$ cat src/hw/rtl/mbs_pkg.sv
package mbs_pkg;

    // Run phase, one-hot.
    typedef enum logic [4:0] {
        PH_IDLE      = 5'b00001,
        PH_WAIT_MODE = 5'b00010,
        PH_WAIT_FB   = 5'b00100,
        PH_READY     = 5'b01000,
        PH_FAILED    = 5'b10000
    } t_phase;

    // Run state codes as they appear on the result.
    localparam logic [2:0] RUN_IDLE      = 3'd0;
    localparam logic [2:0] RUN_WAIT_MODE = 3'd1;
    localparam logic [2:0] RUN_WAIT_FB   = 3'd2;
    localparam logic [2:0] RUN_READY     = 3'd3;
    localparam logic [2:0] RUN_FAILED    = 3'd4;

    // Command codes of an input item.
    localparam logic [1:0] CMD_TICK     = 2'd0;
    localparam logic [1:0] CMD_FEEDBACK = 2'd1;
    localparam logic [1:0] CMD_TARGET   = 2'd2;
    localparam logic [1:0] CMD_START    = 2'd3;

    // Error codes in this range latch a fault.
    localparam logic [7:0] FAULT_ERR_LO = 8'h08;
    localparam logic [7:0] FAULT_ERR_HI = 8'h0E;

    // Configuration register map.
    localparam int unsigned ADDR_W = 5;
    localparam logic [2:0] REG_AUTO_MODE_DELAY = 3'd0;
    localparam logic [2:0] REG_RETRY_DELAY     = 3'd1;
    localparam logic [2:0] REG_MAX_ATTEMPTS    = 3'd2;
    localparam logic [2:0] REG_RESEND_PERIOD   = 3'd3;
    localparam logic [2:0] REG_STALE_TIMEOUT   = 3'd4;
    localparam logic [2:0] REG_DEFAULT_SPEED   = 3'd5;
    localparam logic [2:0] REG_OWN_MOTOR_ID    = 3'd6;

    localparam logic [15:0] AUTO_MODE_DELAY_RST = 16'd100;
    localparam logic [15:0] RETRY_DELAY_RST     = 16'd500;
    localparam logic [3:0]  MAX_ATTEMPTS_RST    = 4'd3;
    localparam logic [15:0] RESEND_PERIOD_RST   = 16'd10;
    localparam logic [15:0] STALE_TIMEOUT_RST   = 16'd500;
    localparam logic [30:0] DEFAULT_SPEED_RST   = 31'd65536;
    localparam logic [7:0]  OWN_MOTOR_ID_RST    = 8'd1;

    typedef struct packed {
        logic [15:0] auto_mode_delay;
        logic [15:0] retry_delay;
        logic [3:0]  max_attempts;
        logic [15:0] resend_period;
        logic [15:0] stale_timeout;
        logic [30:0] default_speed;
        logic [7:0]  own_motor_id;
    } t_cfg;

    typedef struct packed {
        logic [1:0]         cmd;
        logic [31:0]        now_ms;
        logic [7:0]         fb_motor_id;
        logic signed [31:0] fb_position;
        logic [7:0]         fb_error_code;
        logic signed [31:0] target_position;
        logic signed [31:0] target_speed;
        logic               mode_entry_ok;
        logic               send_ok;
    } t_item;

    typedef struct packed {
        t_phase             phase;
        logic               feedback_pending;
        logic               err_pending;
        logic [7:0]         fault_value;
        logic signed [31:0] last_fb_position;
        logic               seen_feedback;
        logic               drive_enabled;
        logic               fault_latch;
        logic               hold_locked;
        logic signed [31:0] goal_position;
        logic [30:0]        goal_speed;
        logic [31:0]        last_feedback_time;
        logic [31:0]        last_send_time;
        logic [31:0]        mode_wait_start;
        logic [15:0]        mode_wait_length;
        logic [3:0]         attempt_count;
    } t_state;

    typedef struct packed {
        logic               req_disable;
        logic               req_enter_mode;
        logic               req_send_target;
        logic signed [31:0] cmd_position;
        logic [30:0]        cmd_speed;
        logic [2:0]         run_state;
        logic               ready_res;
        logic               accepted;
        logic               has_feedback;
        logic signed [31:0] feedback_position;
        logic [7:0]         fault_err;
    } t_result;

    function automatic logic [2:0] phase_code(input t_phase ph);
        logic [2:0] code;
        case (ph)
            PH_IDLE:      code = RUN_IDLE;
            PH_WAIT_MODE: code = RUN_WAIT_MODE;
            PH_WAIT_FB:   code = RUN_WAIT_FB;
            PH_READY:     code = RUN_READY;
            PH_FAILED:    code = RUN_FAILED;
            default:      code = RUN_IDLE;
        endcase
        return code;
    endfunction

endpackage

$ cat src/hw/rtl/mbs_cfg.sv
module mbs_cfg (
    input  logic                        i_clk,
    input  logic                        i_rst_n,
    input  logic                        psel,
    input  logic                        penable,
    input  logic                        pwrite,
    input  logic [mbs_pkg::ADDR_W-1:0]  paddr,
    input  logic [31:0]                 pwdata,
    output logic [31:0]                 prdata,
    output logic                        pready,
    output mbs_pkg::t_cfg               o_cfg
);

    logic [15:0] r_auto_mode_delay;
    logic [15:0] r_retry_delay;
    logic [3:0]  r_max_attempts;
    logic [15:0] r_resend_period;
    logic [15:0] r_stale_timeout;
    logic [30:0] r_default_speed;
    logic [7:0]  r_own_motor_id;

    logic [2:0] reg_idx;
    logic       wr_en;

    assign reg_idx = paddr[mbs_pkg::ADDR_W-1:2];
    assign pready  = 1'b1;
    assign wr_en   = psel && penable && pwrite && pready;

    always_ff @(posedge i_clk) begin
        if (!i_rst_n) begin
            r_auto_mode_delay <= mbs_pkg::AUTO_MODE_DELAY_RST;
            r_retry_delay     <= mbs_pkg::RETRY_DELAY_RST;
            r_max_attempts    <= mbs_pkg::MAX_ATTEMPTS_RST;
            r_resend_period   <= mbs_pkg::RESEND_PERIOD_RST;
            r_stale_timeout   <= mbs_pkg::STALE_TIMEOUT_RST;
            r_default_speed   <= mbs_pkg::DEFAULT_SPEED_RST;
            r_own_motor_id    <= mbs_pkg::OWN_MOTOR_ID_RST;
        end else if (wr_en) begin
            case (reg_idx)
                mbs_pkg::REG_AUTO_MODE_DELAY: r_auto_mode_delay <= pwdata[15:0];
                mbs_pkg::REG_RETRY_DELAY:     r_retry_delay     <= pwdata[15:0];
                mbs_pkg::REG_MAX_ATTEMPTS:    r_max_attempts    <= pwdata[3:0];
                mbs_pkg::REG_RESEND_PERIOD:   r_resend_period   <= pwdata[15:0];
                mbs_pkg::REG_STALE_TIMEOUT:   r_stale_timeout   <= pwdata[15:0];
                mbs_pkg::REG_DEFAULT_SPEED:   r_default_speed   <= pwdata[30:0];
                mbs_pkg::REG_OWN_MOTOR_ID:    r_own_motor_id    <= pwdata[7:0];
                default: ;
            endcase
        end
    end

    always_comb begin
        case (reg_idx)
            mbs_pkg::REG_AUTO_MODE_DELAY: prdata = {16'd0, r_auto_mode_delay};
            mbs_pkg::REG_RETRY_DELAY:     prdata = {16'd0, r_retry_delay};
            mbs_pkg::REG_MAX_ATTEMPTS:    prdata = {28'd0, r_max_attempts};
            mbs_pkg::REG_RESEND_PERIOD:   prdata = {16'd0, r_resend_period};
            mbs_pkg::REG_STALE_TIMEOUT:   prdata = {16'd0, r_stale_timeout};
            mbs_pkg::REG_DEFAULT_SPEED:   prdata = {1'b0, r_default_speed};
            mbs_pkg::REG_OWN_MOTOR_ID:    prdata = {24'd0, r_own_motor_id};
            default:                      prdata = 32'd0;
        endcase
    end

    assign o_cfg.auto_mode_delay = r_auto_mode_delay;
    assign o_cfg.retry_delay     = r_retry_delay;
    assign o_cfg.max_attempts    = r_max_attempts;
    assign o_cfg.resend_period   = r_resend_period;
    assign o_cfg.stale_timeout   = r_stale_timeout;
    assign o_cfg.default_speed   = r_default_speed;
    assign o_cfg.own_motor_id    = r_own_motor_id;

endmodule

$ cat src/hw/rtl/mbs_step.sv
module mbs_step (
    input  mbs_pkg::t_state  i_state,
    input  mbs_pkg::t_cfg    i_cfg,
    input  mbs_pkg::t_item   i_item,
    output mbs_pkg::t_state  o_state,
    output mbs_pkg::t_result o_result
);

    mbs_pkg::t_state n_state;
    logic            rq_dis;
    logic            rq_mode;
    logic            rq_send;
    logic            acc;
    logic            ready_pre;
    logic            updated;
    logic [31:0]     now;

    function automatic logic is_ready(input mbs_pkg::t_state st, input logic [15:0] stale,
                                      input logic [31:0] t);
        logic [31:0] age;
        age = t - st.last_feedback_time;
        return (st.phase == mbs_pkg::PH_READY) && st.drive_enabled && !st.fault_latch &&
               st.hold_locked && st.seen_feedback && (age <= {16'd0, stale});
    endfunction

    assign now       = i_item.now_ms;
    assign ready_pre = is_ready(i_state, i_cfg.stale_timeout, now);

    always_comb begin
        n_state = i_state;
        rq_dis  = 1'b0;
        rq_mode = 1'b0;
        rq_send = 1'b0;
        acc     = 1'b0;
        updated = i_state.feedback_pending;
        case (i_item.cmd)
            mbs_pkg::CMD_START: begin
                n_state.phase              = mbs_pkg::PH_WAIT_MODE;
                n_state.feedback_pending   = 1'b0;
                n_state.err_pending        = 1'b0;
                n_state.fault_value        = 8'd0;
                n_state.last_fb_position   = 32'sd0;
                n_state.seen_feedback      = 1'b0;
                n_state.drive_enabled      = 1'b0;
                n_state.fault_latch        = 1'b0;
                n_state.hold_locked        = 1'b0;
                n_state.goal_position      = 32'sd0;
                n_state.goal_speed         = i_cfg.default_speed;
                n_state.last_feedback_time = now;
                n_state.last_send_time     = now;
                n_state.mode_wait_start    = now;
                n_state.mode_wait_length   = i_cfg.auto_mode_delay;
                n_state.attempt_count      = 4'd0;
                rq_dis                     = 1'b1;
            end
            mbs_pkg::CMD_FEEDBACK: begin
                if (i_item.fb_motor_id == i_cfg.own_motor_id) begin
                    n_state.last_fb_position = i_item.fb_position;
                    n_state.feedback_pending = 1'b1;
                    if (i_item.fb_error_code >= mbs_pkg::FAULT_ERR_LO &&
                        i_item.fb_error_code <= mbs_pkg::FAULT_ERR_HI) begin
                        n_state.fault_value = i_item.fb_error_code;
                        n_state.err_pending = 1'b1;
                    end
                end
            end
            mbs_pkg::CMD_TARGET: begin
                if (ready_pre && !i_item.target_speed[31]) begin
                    n_state.goal_position = i_item.target_position;
                    n_state.goal_speed    = i_item.target_speed[30:0];
                    acc                   = 1'b1;
                end
            end
            default: begin
                // Process tick. Steps below see the effects of the steps before them.
                n_state.feedback_pending = 1'b0;
                if (i_state.err_pending) begin
                    n_state.err_pending   = 1'b0;
                    n_state.fault_latch   = 1'b1;
                    n_state.drive_enabled = 1'b0;
                    n_state.hold_locked   = 1'b0;
                    n_state.phase         = mbs_pkg::PH_FAILED;
                    rq_dis                = 1'b1;
                end else begin
                    if (i_state.phase == mbs_pkg::PH_WAIT_MODE &&
                        (now - i_state.mode_wait_start) >= {16'd0, i_state.mode_wait_length}) begin
                        n_state.attempt_count = i_state.attempt_count + 4'd1;
                        rq_mode = 1'b1;
                        if (i_item.mode_entry_ok) begin
                            n_state.drive_enabled      = 1'b1;
                            n_state.phase              = mbs_pkg::PH_WAIT_FB;
                            n_state.last_feedback_time = now;
                            n_state.last_send_time     = now;
                        end else if (n_state.attempt_count < i_cfg.max_attempts) begin
                            n_state.mode_wait_start  = now;
                            n_state.mode_wait_length = i_cfg.retry_delay;
                        end else begin
                            n_state.drive_enabled = 1'b0;
                            n_state.hold_locked   = 1'b0;
                            n_state.phase         = mbs_pkg::PH_FAILED;
                        end
                    end
                    if (updated) begin
                        n_state.seen_feedback      = 1'b1;
                        n_state.last_feedback_time = now;
                        if (n_state.phase == mbs_pkg::PH_WAIT_FB && n_state.drive_enabled &&
                            !n_state.fault_latch) begin
                            n_state.goal_position = n_state.last_fb_position;
                            n_state.goal_speed    = i_cfg.default_speed;
                            rq_send               = 1'b1;
                            if (i_item.send_ok) begin
                                n_state.hold_locked    = 1'b1;
                                n_state.last_send_time = now;
                                n_state.phase          = mbs_pkg::PH_READY;
                            end else begin
                                n_state.hold_locked   = 1'b0;
                                n_state.drive_enabled = 1'b0;
                                n_state.phase         = mbs_pkg::PH_FAILED;
                                rq_dis                = 1'b1;
                            end
                        end
                    end
                    if (n_state.phase == mbs_pkg::PH_READY && n_state.drive_enabled &&
                        !n_state.fault_latch && n_state.hold_locked &&
                        (now - n_state.last_send_time) >= {16'd0, i_cfg.resend_period}) begin
                        n_state.last_send_time = now;
                        rq_send                = 1'b1;
                    end
                end
            end
        endcase
    end

    assign o_state = n_state;

    assign o_result.req_disable       = rq_dis;
    assign o_result.req_enter_mode    = rq_mode;
    assign o_result.req_send_target   = rq_send;
    assign o_result.cmd_position      = n_state.goal_position;
    assign o_result.cmd_speed         = n_state.goal_speed;
    assign o_result.run_state         = mbs_pkg::phase_code(n_state.phase);
    assign o_result.ready_res         = is_ready(n_state, i_cfg.stale_timeout, now);
    assign o_result.accepted          = acc;
    assign o_result.has_feedback      = n_state.seen_feedback;
    assign o_result.feedback_position = n_state.last_fb_position;
    assign o_result.fault_err         = n_state.fault_value;

endmodule

$ cat src/hw/rtl/motor_bringup_supervisor.sv
// Path: an accepted input beat waits in the input register, then the state update
// writes its result into the result register; a stall holds it in the input register.
// Throughput: one item per cycle while the output is not stalled; the combinational state update sets it.
// Reset (i_rst_n low, synchronous): both pipeline stages empty, supervision state
// back to idle with default hold speed, configuration registers to their defaults.
module motor_bringup_supervisor (
    input  logic                        i_clk,
    input  logic                        i_rst_n,

    input  logic                        psel,
    input  logic                        penable,
    input  logic                        pwrite,
    input  logic [mbs_pkg::ADDR_W-1:0]  paddr,
    input  logic [31:0]                 pwdata,
    output logic [31:0]                 prdata,
    output logic                        pready,

    input  logic                        i_valid,
    output logic                        o_stall,
    input  logic [1:0]                  i_cmd,
    input  logic [31:0]                 i_now_ms,
    input  logic [7:0]                  i_fb_motor_id,
    input  logic signed [31:0]          i_fb_position,
    input  logic [7:0]                  i_fb_error_code,
    input  logic signed [31:0]          i_target_position,
    input  logic signed [31:0]          i_target_speed,
    input  logic                        i_mode_entry_ok,
    input  logic                        i_send_ok,

    output logic                        o_valid,
    input  logic                        i_stall,
    output logic                        o_req_disable,
    output logic                        o_req_enter_mode,
    output logic                        o_req_send_target,
    output logic signed [31:0]          o_cmd_position,
    output logic [30:0]                 o_cmd_speed,
    output logic [2:0]                  o_run_state,
    output logic                        o_ready_res,
    output logic                        o_accepted,
    output logic                        o_has_feedback,
    output logic signed [31:0]          o_feedback_position,
    output logic [7:0]                  o_fault_err
);

    mbs_pkg::t_cfg    cfg;
    mbs_pkg::t_item   r_item;
    mbs_pkg::t_state  r_state;
    mbs_pkg::t_state  n_state;
    mbs_pkg::t_result r_result;
    mbs_pkg::t_result n_result;
    logic             r_in_valid;
    logic             r_out_valid;
    logic             advance;
    logic             in_ready;

    mbs_cfg u_cfg (
        .i_clk   (i_clk),
        .i_rst_n (i_rst_n),
        .psel    (psel),
        .penable (penable),
        .pwrite  (pwrite),
        .paddr   (paddr),
        .pwdata  (pwdata),
        .prdata  (prdata),
        .pready  (pready),
        .o_cfg   (cfg)
    );

    mbs_step u_step (
        .i_state  (r_state),
        .i_cfg    (cfg),
        .i_item   (r_item),
        .o_state  (n_state),
        .o_result (n_result)
    );

    // The held item moves on whenever the result register is free or being drained.
    assign advance  = r_in_valid && (!r_out_valid || !i_stall);
    assign in_ready = !r_in_valid || advance;
    assign o_stall  = !in_ready;

    always_ff @(posedge i_clk) begin
        if (!i_rst_n) begin
            r_in_valid                 <= 1'b0;
            r_out_valid                <= 1'b0;
            r_state.phase              <= mbs_pkg::PH_IDLE;
            r_state.feedback_pending   <= 1'b0;
            r_state.err_pending        <= 1'b0;
            r_state.fault_value        <= 8'd0;
            r_state.last_fb_position   <= 32'sd0;
            r_state.seen_feedback      <= 1'b0;
            r_state.drive_enabled      <= 1'b0;
            r_state.fault_latch        <= 1'b0;
            r_state.hold_locked        <= 1'b0;
            r_state.goal_position      <= 32'sd0;
            r_state.goal_speed         <= mbs_pkg::DEFAULT_SPEED_RST;
            r_state.last_feedback_time <= 32'd0;
            r_state.last_send_time     <= 32'd0;
            r_state.mode_wait_start    <= 32'd0;
            r_state.mode_wait_length   <= mbs_pkg::AUTO_MODE_DELAY_RST;
            r_state.attempt_count      <= 4'd0;
        end else begin
            if (in_ready) begin
                r_in_valid <= i_valid;
            end
            if (advance) begin
                r_out_valid <= 1'b1;
                r_state     <= n_state;
            end else if (!i_stall) begin
                r_out_valid <= 1'b0;
            end
        end
    end

    always_ff @(posedge i_clk) begin
        if (in_ready && i_valid) begin
            r_item.cmd             <= i_cmd;
            r_item.now_ms          <= i_now_ms;
            r_item.fb_motor_id     <= i_fb_motor_id;
            r_item.fb_position     <= i_fb_position;
            r_item.fb_error_code   <= i_fb_error_code;
            r_item.target_position <= i_target_position;
            r_item.target_speed    <= i_target_speed;
            r_item.mode_entry_ok   <= i_mode_entry_ok;
            r_item.send_ok         <= i_send_ok;
        end
        if (advance) begin
            r_result <= n_result;
        end
    end

    assign o_valid             = r_out_valid;
    assign o_req_disable       = r_result.req_disable;
    assign o_req_enter_mode    = r_result.req_enter_mode;
    assign o_req_send_target   = r_result.req_send_target;
    assign o_cmd_position      = r_result.cmd_position;
    assign o_cmd_speed         = r_result.cmd_speed;
    assign o_run_state         = r_result.run_state;
    assign o_ready_res         = r_result.ready_res;
    assign o_accepted          = r_result.accepted;
    assign o_has_feedback      = r_result.has_feedback;
    assign o_feedback_position = r_result.feedback_position;
    assign o_fault_err         = r_result.fault_err;

endmodule

$ cat config.mk
export PLATFORM = sky130hd
export DESIGN_NAME = motor_bringup_supervisor
export DESIGN_NICKNAME = d
export VERILOG_FILES = /design/src/hw/rtl/mbs_pkg.sv /design/src/hw/rtl/mbs_cfg.sv /design/src/hw/rtl/mbs_step.sv /design/src/hw/rtl/motor_bringup_supervisor.sv
export SDC_FILE = /design/constraint.sdc
export NUM_CORES = 2
export LEC_CHECK = 0
export ABC_AREA = 1
export BUFFER_PORTS_ARGS = -buffer_cell sky130_fd_sc_hd__buf_2
export CAP_MARGIN = 20
export CORE_AREA = 2 2 286 288
export CTS_BUF_LIST = sky130_fd_sc_hd__clkbuf_4 sky130_fd_sc_hd__clkbuf_8
export DETAILED_ROUTE_END_ITERATION = 12
export DIE_AREA = 0 0 288 290
export PLACE_DENSITY = 0.73
export REMOVE_ABC_BUFFERS = 1
export SYNTH_ARGS = -nofsm -noshare
export SYNTH_HDL_FRONTEND = slang
export SYNTH_SLANG_ARGS = --single-unit
$ cat constraint.sdc
create_clock -name i_clk -period 9.39 [get_ports i_clk]
set_input_delay 0.4695 -clock i_clk [delete_from_list [all_inputs] [get_ports i_clk]]
set_output_delay 0.4695 -clock i_clk [all_outputs]
set_load 0.01 [all_outputs]
# Yosys cells after proc, flatten, opt, wreduce, memory -nomap -nowiden
# Index checks and enable logic that the tools add are counted.
dict set report op_classes {
  n_reduce_logical 50
  n_addsub 5
  eq_ne 23
  mux 64
  order_cmp 7
  n_bitwise 2
}
# op count
set ops {}
lappend ops {{2-to-1 mux 128 bit} 3}
lappend ops {{case mux 116 bit (2 select lines)} 1}
lappend ops {{case mux 31 bit (7 select lines)} 1}
lappend ops {{case mux 63 bit (3 select lines)} 1}
lappend ops {{2-to-1 mux 179 bit} 1}
lappend ops {{2-to-1 mux 64 bit} 2}
lappend ops {{subtractor 32 bit} 4}
lappend ops {{2-to-1 mux 116 bit} 1}
lappend ops {{2-to-1 mux 32 bit} 3}
lappend ops {{2-to-1 mux 48 bit} 2}
lappend ops {{case mux 40 bit (2 select lines)} 1}
lappend ops {{>= comparator 32 x 16 -> 1 bit} 2}
lappend ops {{<= comparator 32 x 16 -> 1 bit} 2}
lappend ops {{2-to-1 mux 63 bit} 1}
lappend ops {{2-to-1 mux 5 bit} 11}
lappend ops {{2-to-1 mux 42 bit} 1}
lappend ops {{2-to-1 mux 1 bit} 26}
lappend ops {{logical AND 1 bit} 23}
lappend ops {{equality test 5 x 4 -> 1 bit, second input constant} 3}
lappend ops {{AND reduction 2 bit} 7}
lappend ops {{case mux 3 bit (4 select lines)} 1}
lappend ops {{equality test 5 x 2 -> 1 bit, second input constant} 2}
lappend ops {{equality test 5 x 3 -> 1 bit, second input constant} 2}
lappend ops {{inequality test 2 x 1 -> 1 bit, second input constant} 5}
lappend ops {{other kinds (28)} 45}
dict set report word_totals {
  out_inout_bits 147
  wordCells 196
  input_bits 192
  regBits 599
}

# Longest topological paths before layout
dict set report depth {
  word_depth 25
  mapped_depth 59
}

# By module
# Synthesis repeated with hierarchy kept, for this count alone.
dict set report unflattened {
  hier_cells 6384
  hier_area_um2 42204.2
}
# module cells_each area_each_um2 seq_area_each_um2 instances
set modules_own_cells {}
lappend modules_own_cells {mbs_step 3761 18704.2 0.0 1}
lappend modules_own_cells {motor_bringup_supervisor 1770 18236.2 12451.9 1}
lappend modules_own_cells {mbs_cfg 853 5263.8 2142.1 1}

# Least setup slack after synthesis
# No wires, ideal clock.
dict set report synth_timing {
  path_type {reg-to-reg}
  startpoint {reg r_item[115] (netlist name)}
  endpoint {reg r_result (netlist bit o_req_send_target) (data pin)}
  required_ns 9.133
  period_less_slack_ns 7.034
  n_path_buf 2
  setup_time_ns 0.257
  slack_ns 2.356
  stages_incl_launch_ff 49
  arrival_ns 6.777
  path_cell_list {edfxtp_1 > inv_1 > fa_1 > inv_1 > nand2_1 > nand3_1 > nand2_1 > nand2_1 > xor2_1 > ha_1 > nand2_1 > nor2_1 > a211oi_1 > nand3_1 > nor2_1 > nand2_1 > nor2_2 > nand2_2 > (+13 left out) > o21ai_0 > nand2_1 > nand2_1 > xor2_1 > ha_1 > nand2_1 > nor2_1 > a211oi_1 > nand2_1 > nor3b_1 > nand4_1 > nor2_1 > nand3_1 > nor3_1 > nand3_4 > nand2_4 > buf_6 > a21oi_1}
}
dict set report synth_via {
  elab_chain_len 19
  word_cells_on_any_way 40
}
# element line_no
set synth_rtl {}
lappend synth_rtl {{start: declaration} motor_bringup_supervisor.sv:46} ;# mbs_pkg::t_item r_item;
lappend synth_rtl {{branches (longest 18 deep; another with subtractor 32 bit)} --}
lappend synth_rtl {{2-to-1 mux 1 bit (*)} mbs_step.sv:123} ;# if (n_state.phase == mbs_pkg::PH_READY && n_state.drive_enabled &&
lappend synth_rtl {{end signal: assignment} motor_bringup_supervisor.sv:128} ;# r_result <= n_result;
lappend synth_rtl {{end: declaration} motor_bringup_supervisor.sv:49} ;# mbs_pkg::t_result r_result;
# Every way passes the cells marked *. The select of a mux whose other input is x is not followed.
# A chain may end at the register's enable or synchronous reset.

==> out/qor.yml <==
yosys:
  syn_inst: 4865
  post_synth.cell_area_avg_um2: 7.38
  yosys-mux-area-fraction_pct: 0.0279
  synth-seq-cells: 599
  netlist_top_cells_count: "nand2_1, inv_1, a21oi_1, o21ai_0, dfxtp_1"
  synthAdderAreaFrac_pct: 7.05
  synth_edf_count: 260
  async_flop_share_pct: 0
  synth-main-ff-cell: "dfxtp_1"
  synth-seq-area-share_pct: 40.6
  post_synth_xor_area_fraction_pct: 2.51
  ys_types: 59
  synth.most_common_cell: "nand2_1"
  synth.area.top_cells: "edfxtp_1, dfxtp_1, nand2_1"
  synth_top_area_share_pct: 21.7
  synth_top_family_by_area: "compound AO/OA/AOI/OAI gates"
  synth_top_cell_by_area: "edfxtp_1"
  ys_warn_count: 0
  syn_area_um2: 35900
  yosys.area_share.simple_pct: 19.4
  synth_compound_area_share_pct: 19.8
power:
  p_sw_mw: 2.17
  comb_power_share_pct: 20.4
  cellPowerDensity_nw_per_um2: 167
  seqPwrFrac_pct: 41.2
  netSwitchingFraction_pct: 30.6
  power.internal_mw: 4.93
  ir_drop_mv: 0.112
  clock_power_share_pct: 38.4
  p_leak_nw: 19.5
  total_power_mw: 7.10
placement:
  port_buffers: 333
  pre_cts_ws_ns: 0.659
  placed_area_um2: 38500
  placed_cells_incl_taps: 6096
  hpwl_mm: 82.5
  gp_congestion: 0.958
critical_path:
  crit_arrival_ns: 9.16
  crit_top_cell: "nand2_1"
  slowest_delay_ns: 0.56
  end_kind: "register"
  path_max_fanout: 10
  slowest_stage: "edfxtp_1"
  startpoint_type: "register"
  crit_type: "register to register"
  worst-endpoint-required_ns: 9.98
final_layout:
  final_core_util_pct: 53.2
  design_area_um2: 42600
  syn_to_final_growth_pct: 18.7
  finalNetCount: 5703
  instances_no_fill: 6467
  drive_gt1_share_pct: 11.8
run:
  drv_cap: 0
grt:
  met3_usage_pct: 4.25
  grt.overflow.total: 0
  antenna_found_initial: 5
  grt_util_all_layers_pct: 27.2
  busiest_layer: "met2"
  grt_max_degree: 149
  grt_pass1_wl_mm: 181
  globalRouteMet1Util_pct: 35.8
  grt_pass1_vias: 33100
  grt.met2_usage_pct: 45.2
floorplanning:
  num_rows: 104
  core_area_um2: 80200
  start_util_pct: 44.8
  die_h_um: 290
  ios: 339
  dieArea_um2: 83500
  die_width_um: 288
cts:
  cts-root-buf: "clkbuf_8"
  cts-buffers-inserted: 106
  numClockSinks: 599
  cts_tree: "done"
  clk_pin_slew_ns: 0.06
  worstSkewPairLatency_ns: 0.77
  clk_path_buf_depth: 3
  htreeDepth: 3
sta:
  period_share_pct: 91.3
  slew_viol_final: 0
  slew_headroom_pct: 24.2
  tightest_slew_ns: 1.13
  finalWorstSetupSlack_ns: 0.821
  finalHoldViolations: 0
  period_minus_slack_ns: 8.57
  rsz0062_at_grt: "false"
  setup_tns_ns: 0
  clock_skew_ns: 0.0661
  whs_ns: 0.0553
  fmaxAchievable_mhz: 117
  setup_viol: 0
routing:
  first_pass_iters: 6
  vias_per_cell: 5.42
  drcViolationCount: 0
  ant_nets: 0
  vias: 35100
  finalWirelength_mm: 118
  wl_per_cell_um: 18.2
  drtIter0Drc: 2760
worst_hold_path:
  hold_path_class: "input port to register"
status:
  status: "completed"
[critical path: cells and delay by family, from the launching register on]
family                   cells  cell delay, ns
flip-flops                   1            0.56
AND/OR/NAND/NOR             25            3.29
AO/OA/AOI/OAI               12            2.50
buffers and inverters        2            0.27
XOR/XNOR                     2            0.37
adder cells (fa/ha/maj)      4            1.40
[sequential cells by signal, summed over array words and instances, names as in the netlist, 3 cells and up]
signal / flops
o_run_state: 3
u_cfg.r_resend_period: 16
o_cmd_speed: 31
u_cfg.r_default_speed: 31
r_state: 230
u_cfg.r_auto_mode_delay: 16
o_fault_err: 8
r_item: 148
u_cfg.r_max_attempts: 4
u_cfg.r_stale_timeout: 16
u_cfg.r_retry_delay: 16
o_feedback_position: 32
u_cfg.r_own_motor_id: 8
o_cmd_position: 32
[logic make-up (layout without fill, tap and decap cells)]
group	count (synthesis)	after routing
and+or+nand+nor	1685	1685
AOI/OAI and AO/OA	1293	1293
buffers and inverters	982	1519
DFF	599	599
adders and majority gates	200	200
xor gates and xnor gates	103	103
other	2	7
muxes	1	1
[placed cells by master (no fill, tap or decap), types with 11 or more instances in the layout]
cell,instances
a211oi_1,41
a21o_1,13
a21oi_1,535
a221oi_1,21
a31oi_1,14
buf_2,332
buf_4,53
clkbuf_4,38
clkbuf_8,124
clkinv_1,12
clkinv_2,13
dfxtp_1,339
dlygate4sd3_1,166
edfxtp_1,260
ha_1,194
inv_1,746
inv_2,11
nand2_1,1054
nand3_1,243
nand4_1,31
nor2_1,264
nor3_1,35
nor4_1,12
o211ai_1,32
o21ai_0,430
o21ai_1,98
o221ai_1,31
o22ai_1,23
xnor2_1,35
xor2_1,68
[worst paths after layout]
| path | startpoint | cells past startpoint | slack [ns] | to |
|---|---|---|---|---|
| setup / recovery | r_item[122] | 45 | 0.82 | o_ready_res |
| hold / removal | pwdata[15] | 3 | 0.06 | u_cfg.r_default_speed[15] |
| setup reg to reg | r_item[122] | 45 | 0.82 | o_ready_res |
| hold reg to reg | r_state[222] | 2 | 0.44 | r_state[222] |
[cell type report]
class | count | area [um^2]
fillers | 7578 | 37500
multi-input cells | 3284 | 17600
flip-flops and latches | 599 | 14600
repair buffers | 554 | 3790
inverters | 766 | 2890
clock buffers | 162 | 1990
well taps | 1060 | 1330
clock inverters | 37 | 420
diodes | 5 | 12.5
[power groups by stage]
| stage | Sequential (mW) | Combinational (mW) | Clock [mW] |
|---|---|---|---|
| 4_1_cts | 2.92 | 1.43 | 2.78 |
| 5_1_grt | 2.94 | 1.62 | 2.89 |
| 3_5_place_dp | 2.98 | 1.37 | 0 |
| 2_1_floorplan | 2.98 | 0.942 | 0 |
| 3_3_place_gp | 2.98 | 1.35 | 0 |
| 6_report | 2.93 | 1.45 | 2.73 |
[repair_timing]
action / CTS / global route
resized for setup: 0 / 3
endpoints found under the setup margin: 0 / 33
buffers inserted: 0 / 0
hold buffers: 166 / 0
endpoints found under the hold margin: 167 / 0
[metal layers]
| layer | vias up | routed length [um] | share of wire, % |
|---|---|---|---|
| met5 | - | 13 | 0.011 |
| met4 | 2 | 3720 | 3.2 |
| met3 | 243 | 9680 | 8.2 |
| met2 | 1440 | 54400 | 46 |
| met1 | 16200 | 49900 | 42 |
| li1 | 17200 | - | - |
(Power assumes the default switching activity.)
